`config.mk`:
```
export PLATFORM = sky130hd
export DESIGN_NAME = hostname_run_scanner_core
export DESIGN_NICKNAME = d
export VERILOG_FILES = /design/src/design/hrs_pkg.sv /design/src/design/hrs_in_reg.sv /design/src/design/hrs_scan.sv /design/src/design/hrs_out_reg.sv /design/src/design/hostname_run_scanner_core.sv
export SDC_FILE = /design/constraint.sdc
export NUM_CORES = 1
export LEC_CHECK = 0
export BUFFER_PORTS_ARGS = -buffer_cell sky130_fd_sc_hd__buf_2
export CAP_MARGIN = 10
export CORE_ASPECT_RATIO = 0.75
export CORE_MARGIN = 2
export CORE_UTILIZATION = 55
export CTS_CLUSTER_SIZE = 12
export DETAILED_ROUTE_END_ITERATION = 10
export HOLD_SLACK_MARGIN = 0.02
export PLACE_DENSITY = 0.77
export SKIP_LAST_GASP = 1
export SLEW_MARGIN = 40
export SYNTH_ARGS = -nofsm -noshare
export SYNTH_HDL_FRONTEND = slang
export SYNTH_SLANG_ARGS = --single-unit
```
`constraint.sdc`:
```
create_clock -name clk -period 4.3 [get_ports clk]
set_input_delay 0.43 -clock clk [delete_from_list [all_inputs] [get_ports clk]]
set_output_delay 0.43 -clock clk [all_outputs]
set_load 0.1 [all_outputs]
```
`src/design/hrs_pkg.sv`:
```
// shared types, constants and character classes for the hostname run scanner
package hrs_pkg;

	localparam int POSITION_BITS  = 16;
	localparam int OFFSET_BITS    = 16;
	localparam int NAME_LEN_BITS  = 8;
	localparam int LABEL_LIM_BITS = 6;
	localparam int LABEL_LEN_BITS = 7;
	localparam int CFG_INDEX_BITS = 2;
	localparam int CFG_DATA_BITS  = 8;

	localparam logic [CFG_INDEX_BITS-1:0] CFG_MIN_NAME_LEN  = CFG_INDEX_BITS'(0);
	localparam logic [CFG_INDEX_BITS-1:0] CFG_MAX_NAME_LEN  = CFG_INDEX_BITS'(1);
	localparam logic [CFG_INDEX_BITS-1:0] CFG_MAX_LABEL_LEN = CFG_INDEX_BITS'(2);

	localparam logic [NAME_LEN_BITS-1:0]  MIN_NAME_RESET  = NAME_LEN_BITS'(6);
	localparam logic [NAME_LEN_BITS-1:0]  MAX_NAME_RESET  = NAME_LEN_BITS'(253);
	localparam logic [LABEL_LIM_BITS-1:0] MAX_LABEL_RESET = LABEL_LIM_BITS'(63);

	localparam logic [NAME_LEN_BITS-1:0]  NAME_LEN_TOP  = '1;
	localparam logic [LABEL_LEN_BITS-1:0] LABEL_LEN_TOP = '1;

	localparam logic [7:0] CHAR_DOT    = 8'h2E;
	localparam logic [7:0] CHAR_HYPHEN = 8'h2D;

	typedef struct packed {
		logic [7:0] data;
		logic       last;
	} item_t;

	typedef struct packed {
		logic [NAME_LEN_BITS-1:0]  min_name;
		logic [NAME_LEN_BITS-1:0]  max_name;
		logic [LABEL_LIM_BITS-1:0] max_label;
	} cfg_t;

	typedef struct packed {
		logic                     found;
		logic [OFFSET_BITS-1:0]   offset;
		logic [NAME_LEN_BITS-1:0] length;
	} result_t;

	function automatic logic is_letter(input logic [7:0] c);
		return (c >= 8'h61 && c <= 8'h7A) || (c >= 8'h41 && c <= 8'h5A);
	endfunction

	function automatic logic is_name_char(input logic [7:0] c);
		return is_letter(c) || (c >= 8'h30 && c <= 8'h39) || c == CHAR_DOT || c == CHAR_HYPHEN;
	endfunction

endpackage

```
`src/design/hrs_in_reg.sv`:
```
// input register stage with valid/ready handshake
module hrs_in_reg (
	input  logic          clk,
	input  logic          arst_n,
	input  logic          in_valid,
	output logic          in_ready,
	input  logic [7:0]    data_byte,
	input  logic          last_byte,
	input  logic          out_free,
	output logic          take,
	output hrs_pkg::item_t item_s1
);

	logic valid_s1;

	// a last byte needs room in the result register
	assign take     = valid_s1 && (!item_s1.last || out_free);
	assign in_ready = !valid_s1 || take;

	always_ff @(posedge clk or negedge arst_n) begin
		if (!arst_n) begin
			valid_s1 <= 1'b0;
		end else if (in_ready) begin
			valid_s1 <= in_valid;
		end
	end

	always_ff @(posedge clk) begin
		if (in_ready && in_valid) begin
			item_s1.data <= data_byte;
			item_s1.last <= last_byte;
		end
	end

endmodule

```
`src/design/hrs_scan.sv`:
```
// per-byte scan state and candidate judging
module hrs_scan (
	input  logic            clk,
	input  logic            arst_n,
	input  hrs_pkg::cfg_t   cfg,
	input  logic            take,
	input  hrs_pkg::item_t  item,
	output hrs_pkg::result_t result
);

	logic [hrs_pkg::POSITION_BITS-1:0]  pos_q, pos_next;
	logic                               active_q;
	logic [hrs_pkg::POSITION_BITS-1:0]  start_q;
	logic [hrs_pkg::NAME_LEN_BITS-1:0]  len_q;
	logic [hrs_pkg::LABEL_LEN_BITS-1:0] lab_q;
	logic                               laberr_q;
	logic                               seen_q;
	logic                               pdh_q;
	logic                               done_q;
	logic [hrs_pkg::POSITION_BITS-1:0]  fstart_q;
	logic [hrs_pkg::NAME_LEN_BITS-1:0]  flen_q;

	logic                               t_active;
	logic [hrs_pkg::POSITION_BITS-1:0]  t_start;
	logic [hrs_pkg::NAME_LEN_BITS-1:0]  t_len;
	logic [hrs_pkg::LABEL_LEN_BITS-1:0] t_lab;
	logic                               t_laberr;
	logic                               t_seen;
	logic                               t_pdh;

	logic letter, name_ch, dot, hyphen, pos_top;
	logic close_en, ok, accept;
	logic                               d_done;
	logic [hrs_pkg::POSITION_BITS-1:0]  d_fstart;
	logic [hrs_pkg::NAME_LEN_BITS-1:0]  d_flen;
	logic [hrs_pkg::LABEL_LEN_BITS-1:0] lab_limit;

	assign letter    = hrs_pkg::is_letter(item.data);
	assign name_ch   = hrs_pkg::is_name_char(item.data);
	assign dot       = item.data == hrs_pkg::CHAR_DOT;
	assign hyphen    = item.data == hrs_pkg::CHAR_HYPHEN;
	assign pos_top   = pos_q == '1;
	assign pos_next  = pos_top ? pos_q : pos_q + 1'b1;
	assign lab_limit = {1'b0, cfg.max_label};

	always_comb begin
		t_active = active_q;
		t_start  = start_q;
		t_len    = len_q;
		t_lab    = lab_q;
		t_laberr = laberr_q;
		t_seen   = seen_q;
		t_pdh    = pdh_q;
		if (!done_q) begin
			if (active_q) begin
				if (!name_ch) begin
					t_active = 1'b0;
				end else begin
					if (len_q <= cfg.max_name && len_q != hrs_pkg::NAME_LEN_TOP) begin
						t_len = len_q + 1'b1;
					end
					if (dot) begin
						t_seen = 1'b1;
						if (lab_q == '0 || lab_q > lab_limit) begin
							t_laberr = 1'b1;
						end
						t_lab = '0;
						t_pdh = 1'b1;
					end else begin
						if (lab_q != hrs_pkg::LABEL_LEN_TOP) begin
							t_lab = lab_q + 1'b1;
						end
						t_pdh = hyphen;
					end
				end
			end else if (letter && !pos_top) begin
				t_active = 1'b1;
				t_start  = pos_q;
				t_len    = hrs_pkg::NAME_LEN_BITS'(1);
				t_lab    = hrs_pkg::LABEL_LEN_BITS'(1);
				t_laberr = 1'b0;
				t_seen   = 1'b0;
				t_pdh    = 1'b0;
			end
		end
	end

	// run ends at a non-name byte or at the end of the buffer
	assign close_en = !done_q && ((active_q && !name_ch) || (item.last && t_active));
	assign ok = t_len >= cfg.min_name && t_len <= cfg.max_name
		&& t_len != hrs_pkg::NAME_LEN_TOP && t_seen && !t_pdh && !t_laberr
		&& t_lab != '0 && t_lab <= lab_limit;
	assign accept   = close_en && ok;
	assign d_done   = done_q || accept;
	assign d_fstart = accept ? t_start : fstart_q;
	assign d_flen   = accept ? t_len : flen_q;

	assign result.found  = d_done;
	assign result.offset = d_done ? hrs_pkg::OFFSET_BITS'(d_fstart) : '0;
	assign result.length = d_done ? d_flen : '0;

	always_ff @(posedge clk or negedge arst_n) begin
		if (!arst_n) begin
			pos_q    <= '0;
			active_q <= 1'b0;
			start_q  <= '0;
			len_q    <= '0;
			lab_q    <= '0;
			laberr_q <= 1'b0;
			seen_q   <= 1'b0;
			pdh_q    <= 1'b0;
			done_q   <= 1'b0;
			fstart_q <= '0;
			flen_q   <= '0;
		end else if (take) begin
			if (item.last) begin
				pos_q    <= '0;
				active_q <= 1'b0;
				start_q  <= '0;
				len_q    <= '0;
				lab_q    <= '0;
				laberr_q <= 1'b0;
				seen_q   <= 1'b0;
				pdh_q    <= 1'b0;
				done_q   <= 1'b0;
				fstart_q <= '0;
				flen_q   <= '0;
			end else begin
				pos_q    <= pos_next;
				active_q <= t_active && !accept;
				start_q  <= t_start;
				len_q    <= t_len;
				lab_q    <= t_lab;
				laberr_q <= t_laberr;
				seen_q   <= t_seen;
				pdh_q    <= t_pdh;
				done_q   <= d_done;
				fstart_q <= d_fstart;
				flen_q   <= d_flen;
			end
		end
	end

`ifndef ASSERT_OFF
	a_active_len: assert property (@(posedge clk) disable iff (!arst_n)
		active_q |-> len_q != '0)
		else $error("running candidate with zero length");

	a_found_len: assert property (@(posedge clk) disable iff (!arst_n)
		done_q |-> (flen_q != '0 && !active_q))
		else $error("found hostname with zero length or candidate still running");

	a_pos_hold: assert property (@(posedge clk) disable iff (!arst_n)
		!take |=> $stable(pos_q))
		else $error("position moved without a byte");
`endif

endmodule

```
`src/design/hrs_out_reg.sv`:
```
// result register with valid/ready handshake
module hrs_out_reg (
	input  logic             clk,
	input  logic             arst_n,
	input  logic             load,
	input  hrs_pkg::result_t result_in,
	output logic             out_free,
	output logic             out_valid,
	input  logic             out_ready,
	output hrs_pkg::result_t result_q
);

	logic out_valid_q;

	assign out_free  = !out_valid_q || out_ready;
	assign out_valid = out_valid_q;

	always_ff @(posedge clk or negedge arst_n) begin
		if (!arst_n) begin
			out_valid_q <= 1'b0;
		end else if (load) begin
			out_valid_q <= 1'b1;
		end else if (out_ready) begin
			out_valid_q <= 1'b0;
		end
	end

	always_ff @(posedge clk) begin
		if (load) begin
			result_q <= result_in;
		end
	end

`ifndef ASSERT_OFF
	a_no_overwrite: assert property (@(posedge clk) disable iff (!arst_n)
		load |-> out_free)
		else $error("result register overwritten while stalled");
`endif

endmodule

```
`src/design/hostname_run_scanner_core.sv`:
```
// Usage notes:
// Input channel in_valid/in_ready carries one buffer byte per transaction in data_byte,
// with last_byte high on the final buffer byte. Takes one byte per cycle unless stalled.
// Output channel out_valid/out_ready carries one transaction per buffer, produced on
// its last byte: found, host_offset (offset of the first hostname byte) and host_length,
// both zero when nothing was found. Other bytes produce no transaction.
// After the last byte's transaction is accepted, the byte sits in the input register,
// then the single-pass scan logic loads the result into the result register.
// Throughput: one byte per cycle unless stalled, set by the single per-byte state update.
// Config: cfg_we with cfg_index 0 min name length, 1 max name length, 2 max label
// length, written while idle. Reset values are 6, 253 and 63.
// Reset clears all scan state, empties both registers and restores the config.
// When the receiver stalls, a finished result waits in the result register; bytes that
// are not last keep flowing, and a following last byte waits in the input register
// until the result has been taken.
module hostname_run_scanner_core (
	input  logic                               clk,
	input  logic                               arst_n,
	input  logic                               in_valid,
	output logic                               in_ready,
	input  logic [7:0]                         data_byte,
	input  logic                               last_byte,
	output logic                               out_valid,
	input  logic                               out_ready,
	output logic                               found,
	output logic [hrs_pkg::OFFSET_BITS-1:0]    host_offset,
	output logic [hrs_pkg::NAME_LEN_BITS-1:0]  host_length,
	input  logic                               cfg_we,
	input  logic [hrs_pkg::CFG_INDEX_BITS-1:0] cfg_index,
	input  logic [hrs_pkg::CFG_DATA_BITS-1:0]  cfg_data
);

	hrs_pkg::cfg_t    cfg_q;
	hrs_pkg::item_t   item_s1;
	hrs_pkg::result_t scan_result;
	hrs_pkg::result_t result_q;
	logic             take;
	logic             out_free;

	always_ff @(posedge clk or negedge arst_n) begin
		if (!arst_n) begin
			cfg_q.min_name  <= hrs_pkg::MIN_NAME_RESET;
			cfg_q.max_name  <= hrs_pkg::MAX_NAME_RESET;
			cfg_q.max_label <= hrs_pkg::MAX_LABEL_RESET;
		end else if (cfg_we) begin
			case (cfg_index)
				hrs_pkg::CFG_MIN_NAME_LEN: begin
					cfg_q.min_name <= hrs_pkg::NAME_LEN_BITS'(cfg_data);
				end
				hrs_pkg::CFG_MAX_NAME_LEN: begin
					cfg_q.max_name <= hrs_pkg::NAME_LEN_BITS'(cfg_data);
				end
				hrs_pkg::CFG_MAX_LABEL_LEN: begin
					cfg_q.max_label <= cfg_data[hrs_pkg::LABEL_LIM_BITS-1:0];
				end
				default: begin
				end
			endcase
		end
	end

	hrs_in_reg u_in_reg (
		.clk       (clk),
		.arst_n    (arst_n),
		.in_valid  (in_valid),
		.in_ready  (in_ready),
		.data_byte (data_byte),
		.last_byte (last_byte),
		.out_free  (out_free),
		.take      (take),
		.item_s1   (item_s1)
	);

	hrs_scan u_scan (
		.clk    (clk),
		.arst_n (arst_n),
		.cfg    (cfg_q),
		.take   (take),
		.item   (item_s1),
		.result (scan_result)
	);

	hrs_out_reg u_out_reg (
		.clk       (clk),
		.arst_n    (arst_n),
		.load      (take && item_s1.last),
		.result_in (scan_result),
		.out_free  (out_free),
		.out_valid (out_valid),
		.out_ready (out_ready),
		.result_q  (result_q)
	);

	assign found       = result_q.found;
	assign host_offset = result_q.offset;
	assign host_length = result_q.length;

endmodule
```
# Word level (Yosys, flattened, before mapping)
# Cells that the tools add are included.
dict set report totals {
  reg_bits 134
  input_bits 24
  out_inout_bits 27
  elab_cells 141
}
dict set report classes {
  add_sub_neg 3
  magnitude_cmp 11
  eq_ne 9
  n_mux 50
  reduce_logical 47
}
# operator count
set ops {}
lappend ops {{2-to-1 mux 16 bit} 8}
lappend ops {{2-to-1 mux 8 bit} 8}
lappend ops {{2-to-1 mux 7 bit} 7}
lappend ops {{2-to-1 mux 1 bit} 27}
lappend ops {{logical AND 1 bit} 20}
lappend ops {{adder 16 x 1 -> 16 bit (second input constant)} 1}
lappend ops {{equality test 16 bit (second input constant)} 1}
lappend ops {{equality test 8 x 6 -> 1 bit (second input constant)} 2}
lappend ops {{>= comparator 8 x 7 -> 1 bit (second input constant)} 2}
lappend ops {{less-or-equal comparator 8 x 7 -> 1 bit (second input constant)} 2}
lappend ops {{less-or-equal comparator 8 bit} 2}
lappend ops {{inequality test 8 bit (second input constant)} 2}
lappend ops {{logical OR 1 bit} 10}
lappend ops {{zero test 1 bit} 9}
lappend ops {{adder 8 x 1 -> 8 bit (second input constant)} 1}
lappend ops {{>= comparator 8 x 6 -> 1 bit (second input constant)} 1}
lappend ops {{>= comparator 8 bit} 1}
lappend ops {{less-or-equal comparator 8 x 6 -> 1 bit (second input constant)} 1}
lappend ops {{AND reduction 2 bit} 4}
lappend ops {{adder 7 x 1 -> 7 bit (second input constant)} 1}
lappend ops {{greater-than comparator 7 x 6 -> 1 bit} 1}
lappend ops {{less-or-equal comparator 7 x 6 -> 1 bit} 1}
lappend ops {{zero test 7 bit} 1}
lappend ops {{inequality test 7 bit (second input constant)} 1}
lappend ops {{other kinds (6)} 6}

# Logic depth before layout (Yosys ltp)
dict set report depth {
  ltp_word 21
  ltp_mapped 22
}

# By module
# A second synthesis with hierarchy kept.
dict set report hier_totals {
  cells_unflattened 728
  hier_area_um2 7647.3
}
# mod n_inst cells_per_inst area_per_inst_um2 seq_area_each_um2
set by_module_without_submodules {}
lappend by_module_without_submodules {hrs_scan 1 637 5646.7 1901.8}
lappend by_module_without_submodules {hostname_run_scanner_core 1 48 860.8 569.3}
lappend by_module_without_submodules {hrs_out_reg 1 28 798.3 775.7}
lappend by_module_without_submodules {hrs_in_reg 1 15 341.6 295.3}

# Worst setup path before layout
# OpenSTA, ideal clock, no wires.
dict set report synth_timing {
  kind {register to register}
  from {register cfg_q[9] (netlist bit)}
  to {register u_scan.fstart_q[10] (netlist bit)}
  setup_ps 123
  t_arrival_ps 4192
  t_required_ps 4177
  slack_ps -15
  path_stages_with_launch 22
  period_less_slack_ps 4315
  cell_sequence {dfstp_2 > inv_1 > ha_1 > and4_1 > nand2b_1 > a32oi_1 > nand3_1 > o211a_1 > a211oi_1 > inv_1 > ha_1 > a21o_1 > a21o_1 > a21oi_1 > o21ai_0 > a22oi_1 > nand4_1 > a21o_2 > or2_1 > buf_6 > buf_6 > o221a_1}
}
dict set report synth_between {
  elab_chain_len 17
  word_cells_on_any_way 19
}
# element line
set synth_lines {}
lappend synth_lines {{from (decl)} hostname_run_scanner_core.sv:33} ;# hrs_pkg::cfg_t cfg_q;
lappend synth_lines {{less-or-equal comparator 8 bit} hrs_scan.sv:59} ;# if (len_q <= cfg.max_name && len_q != hrs_pkg::NAME_LEN_TOP) begin
lappend synth_lines {{logical AND 1 bit} hrs_scan.sv:59}
lappend synth_lines {{2-to-1 mux 8 bit} hrs_scan.sv:59}
lappend synth_lines {{2-to-1 mux 8 bit} hrs_scan.sv:56} ;# if (!name_ch) begin
lappend synth_lines {{2-to-1 mux 8 bit} hrs_scan.sv:55} ;# if (active_q) begin
lappend synth_lines {{2-to-1 mux 8 bit} hrs_scan.sv:54} ;# if (!done_q) begin
lappend synth_lines {{>= comparator 8 bit or less-or-equal comparator 8 bit (tied branches)} hrs_scan.sv:90} ;# assign ok = t_len >= cfg.min_name && t_len <= cfg.max_name
lappend synth_lines {{logical AND 1 bit} hrs_scan.sv:90}
lappend synth_lines {{logical AND 1 bit * (4 in series)} hrs_scan.sv:91} ;# && t_len != hrs_pkg::NAME_LEN_TOP && t_seen && !t_pdh && !t_laberr
lappend synth_lines {{logical AND 1 bit * (2 in series)} hrs_scan.sv:92} ;# && t_lab != '0 && t_lab <= lab_limit;
lappend synth_lines {{logical AND 1 bit *} hrs_scan.sv:93} ;# assign accept = close_en && ok;
lappend synth_lines {{2-to-1 mux 16 bit *} hrs_scan.sv:95} ;# assign d_fstart = accept ? t_start : fstart_q;
lappend synth_lines {{2-to-1 mux 16 bit *} hrs_scan.sv:116} ;# if (item.last) begin
lappend synth_lines {{to (signal assigned)} hrs_scan.sv:138} ;# fstart_q <= d_fstart;
lappend synth_lines {{to (decl)} hrs_scan.sv:20} ;# logic [hrs_pkg::POSITION_BITS-1:0] fstart_q;
# Mark *: on every way between the ends. The rest lies on a longest branch, timed or not.
# A chain may end at the register's enable or synchronous reset.

# Final worst setup path
dict set report layout_timing {
  from {register cfg_q[9] (netlist bit)}
  to {register u_out_reg.result_q[2] (netlist name)}
}
dict set report layout_between {
  elab_chain_len 16
  word_cells_on_any_way 19
}
# element line
set layout_lines {}
lappend layout_lines {{less-or-equal comparator 8 bit} hrs_scan.sv:59}
lappend layout_lines {{logical AND 1 bit} hrs_scan.sv:59}
lappend layout_lines {{2-to-1 mux 8 bit} hrs_scan.sv:59}
lappend layout_lines {{2-to-1 mux 8 bit} hrs_scan.sv:56}
lappend layout_lines {{2-to-1 mux 8 bit} hrs_scan.sv:55}
lappend layout_lines {{2-to-1 mux 8 bit} hrs_scan.sv:54}
lappend layout_lines {{>= comparator 8 bit or less-or-equal comparator 8 bit (tied branches)} hrs_scan.sv:90}
lappend layout_lines {{logical AND 1 bit} hrs_scan.sv:90}
lappend layout_lines {{logical AND 1 bit (4 in series)} hrs_scan.sv:91}
lappend layout_lines {{logical AND 1 bit (2 in series)} hrs_scan.sv:92}
lappend layout_lines {{logical AND 1 bit} hrs_scan.sv:93}
lappend layout_lines {{2-to-1 mux 8 bit or logical OR 1 bit (tied branches)} {hrs_scan.sv:96, hrs_scan.sv:94}}
# Several ways; a longest one is shown, not always the timed one.

==> flow_metrics.env <==
export IMPL_status="finished with violations"
export IMPL_violations="setup timing"
export IMPL_setup_ws_ns=-0.119
export IMPL_yosysMostFrequentCell="nand2_1"
export IMPL_crit_type="reg2reg"
export IMPL_grt_pass1_wl_mm=32.5
export IMPL_synth_seq_cells=134
export IMPL_tightestPinTransition_ns=0.884
export IMPL_synth_top_area_share_pct=28.9
export IMPL_powerDensity_mw_per_mm2=386
export IMPL_finalCriticalPeriod_ns=4.42
export IMPL_final_setup_viol_count=45
export IMPL_synth_ff_type="dfrtp_1"
export IMPL_postCtsHoldBufs=0
export IMPL_dieWidth_um=138
export IMPL_ys_seq_area_share_pct=48.1
export IMPL_cts_root_buffer="clkbuf_16"
export IMPL_yosysTopAreaCell="dfrtp_1"
export IMPL_pre_cts_ws_ns=-0.190
export IMPL_ys_top_cells_by_area="dfrtp_1, edfxtp_1, ha_1"
export IMPL_max_freq_mhz=226
export IMPL_path_clk_slew_ns=0.06
export IMPL_avgRoutedWirePerCell_um=20.8
export IMPL_hold_viol_final=0
export IMPL_antenna_found_initial=1
export IMPL_fillers=823
export IMPL_cts_tree="yes"
export IMPL_grt_pass1_vias=6335
export IMPL_synth_area_mm2=0.00737
export IMPL_leakage_uw=0.00419
export IMPL_rsz0062_at_grt="yes"
export IMPL_fin_nets=927
export IMPL_cp_arrival_ns=4.67
export IMPL_fin_cells=1047
export IMPL_start_kind="flip-flop"
export IMPL_end_kind="flip-flop"
export IMPL_die_area_mm2=0.0143
export IMPL_max_slew_margin_rel_pct=40.9
export IMPL_drc=0
export IMPL_syn_nets=808
export IMPL_wirelength_mm=21.7
export IMPL_vdd_drop_max_mv=0.353
export IMPL_initial_core_util_pct=56.6
export IMPL_vias=6768
export IMPL_hold_path_class="in2async"
export IMPL_placed_area_mm2=0.00825
export IMPL_drv_cap=0
export IMPL_critical_path_max_stage_delay_ns=0.54
export IMPL_final_area_mm2=0.00953
export IMPL_vias_per_cell=6.46
export IMPL_yosysWarnings=0
export IMPL_layout_drive_gt1_share_pct=32.5
export IMPL_syn_area_per_cell_um2=9.90
export IMPL_place_gp_congestion=0.955
export IMPL_path_max_fanout=5
export IMPL_synth_common_cells="nand2_1, dfrtp_1, o21ai_0, ha_1, inv_1"
export IMPL_worstPathCellList="inv_2 -> ha_4 -> buf_4 -> o211ai_1 -> a211o_1 -> buf_4 -> nand3_2 -> buf_6 -> nor4_2 -> a211oi_2 -> inv_1 -> ha_1 -> nand4_1 -> or2_2 -> a22oi_2 -> nand4_1 -> a21o_2 -> or2_4 -> clkbuf_16 -> o21ai_1"
export IMPL_async_flop_share_pct=74.6
export IMPL_htree_levels=4
export IMPL_overflow=0
export IMPL_die_h_um=104
export IMPL_n_antenna_cell=0
export IMPL_period_share_pct=103
export IMPL_cts_path_max_buffers=2
export IMPL_io_buffers=50
export IMPL_track_usage_pct=29.3
export IMPL_insertion_delay_ns=0.42
export IMPL_synth_edf_count=34
export IMPL_placed_cells=1001
export IMPL_cts_buffers=17
export IMPL_num_rows=36
export IMPL_syn_inst=744
export IMPL_synth_cell_types=69
export IMPL_drtPass1Iterations=8
export IMPL_ioPinCount=51
export IMPL_fin_worst_skew_ns=0.00642
export IMPL_cpMaxStageDelayCell="dfstp_2"
export IMPL_grt_max_degree=77
export IMPL_cts_sinks=134
export IMPL_first_iter_violations=829
export IMPL_required_ns=4.55
export IMPL_slew_viol_final=0
export IMPL_postRouteAntennaNets=0
export IMPL_timing_hold_ws_ns=0.0375
export IMPL_hpwl_mm=13.2
export IMPL_area_delta_synth_final_pct=29.3
export IMPL_coreArea_mm2=0.0130
report_power, final:
group	internal [uW]	total (uW)	switching [uW]	leakage, uW
logic	231	631	401	0.00223
clock network	1020	1590	570	0.000305
registers	1400	1450	50.5	0.00165
kinds of logic after synthesis:
logic type      Yosys count  synth area share (%)
compound gates          214                  19.8
xor+xnor                 11                  1.31
fa+ha+maj                40                  6.79
buf+inv                  81                  4.75
flops                   134                  48.1
mux                      18                  2.73
simple gates            246                  16.5
cells in the final DEF (no fill, tap or decap), types with 7 or more instances in the layout:
master	synthesis	layout
o221a_1	11	11
buf_6	5	8
nor2_1	32	27
ha_4	0	11
a21boi_0	11	10
a22o_1	9	9
nor3_1	7	7
o22ai_1	17	10
o21ai_2	1	7
xor2_1	7	7
nand2b_1	11	8
o21ai_0	62	45
dfrtp_1	85	85
mux2_2	17	16
a21o_1	8	8
o21ai_1	9	15
nand4_1	14	14
inv_1	40	34
edfxtp_1	34	34
ha_1	40	28
o22ai_2	1	7
nand3_1	14	13
a22oi_1	35	34
buf_4	1	79
buf_2	3	49
dfstp_2	15	15
a21oi_1	18	15
clkbuf_16	0	19
nand2_1	117	116
critical path: cells and delay by family, from the launching register on:
| family | cells | cell delay, ns |
|---|---|---|
| simple gates | 6 | 1.09 |
| fa+ha+maj | 2 | 0.58 |
| buf+inv | 6 | 0.75 |
| compound gates | 6 | 1.28 |
| flops | 1 | 0.54 |
sequential cells by signal (all words and copies together) (netlist names), 7 cells and up:
signal              count
cfg_q                  22
u_scan.lab_q            7
u_scan.len_q            8
u_out_reg.result_q     25
u_scan.fstart_q        16
u_scan.pos_q           16
u_in_reg.item_s1        9
u_scan.start_q         16
u_scan.flen_q           8
stage by stage:
stage	power [uW]	TNS (ns)	utilization, %
2_1_floorplan	1820	0	-
5_1_grt	3810	-9.11	73.2
6_report	3680	-2.88	73.2
3_3_place_gp	1970	0	63.4
4_1_cts	3600	-0.0601	69.5
3_5_place_dp	2010	-5.33	63.4
final timing paths:
kind | from | end | slack, ns | cells after the start
min in group clk | data_byte[0] | u_in_reg.item_s1[1] | 0.18 | 1
max | cfg_q[9] | u_out_reg.result_q[2] | -0.12 | 20
max reg2reg | cfg_q[9] | u_out_reg.result_q[2] | -0.12 | 20
max in group asynchronous | arst_n | cfg_q[12] | 3.40 | 2
min | arst_n | u_scan.lab_q[0] | 0.04 | 1
min reg2reg | u_scan.pdh_q | u_scan.pdh_q | 0.49 | 2
routing by layer:
metal / share of wire, % / global-route usage, % / wire length, um
met1: 42 / 41.9 / 9040
met3: 10 / 7.80 / 2200
met2: 45 / 42.5 / 9860
met5: 0 / 0 / 0
met4: 3.0 / 11.0 / 655
timing repair:
action	CTS	global route
resized for setup	28	79
gates cloned	1	4
endpoints found under the setup margin	50	50
pin swaps	8	40
setup buffers	3	6
final cells by class:
class / count / area (um^2) / area share, %
Multi-Input combinational cell: 529 / 3940 / 41.3
Sequential cell: 134 / 3540 / 37.2
Timing Repair Buffer: 141 / 1050 / 11.0
Clock buffer: 18 / 429 / 4.50
Tap cell: 171 / 214 / 2.25
Clock inverter: 14 / 209 / 2.19
Inverter: 40 / 150 / 1.58
Note: power is estimated with default switching activity, not from simulation.
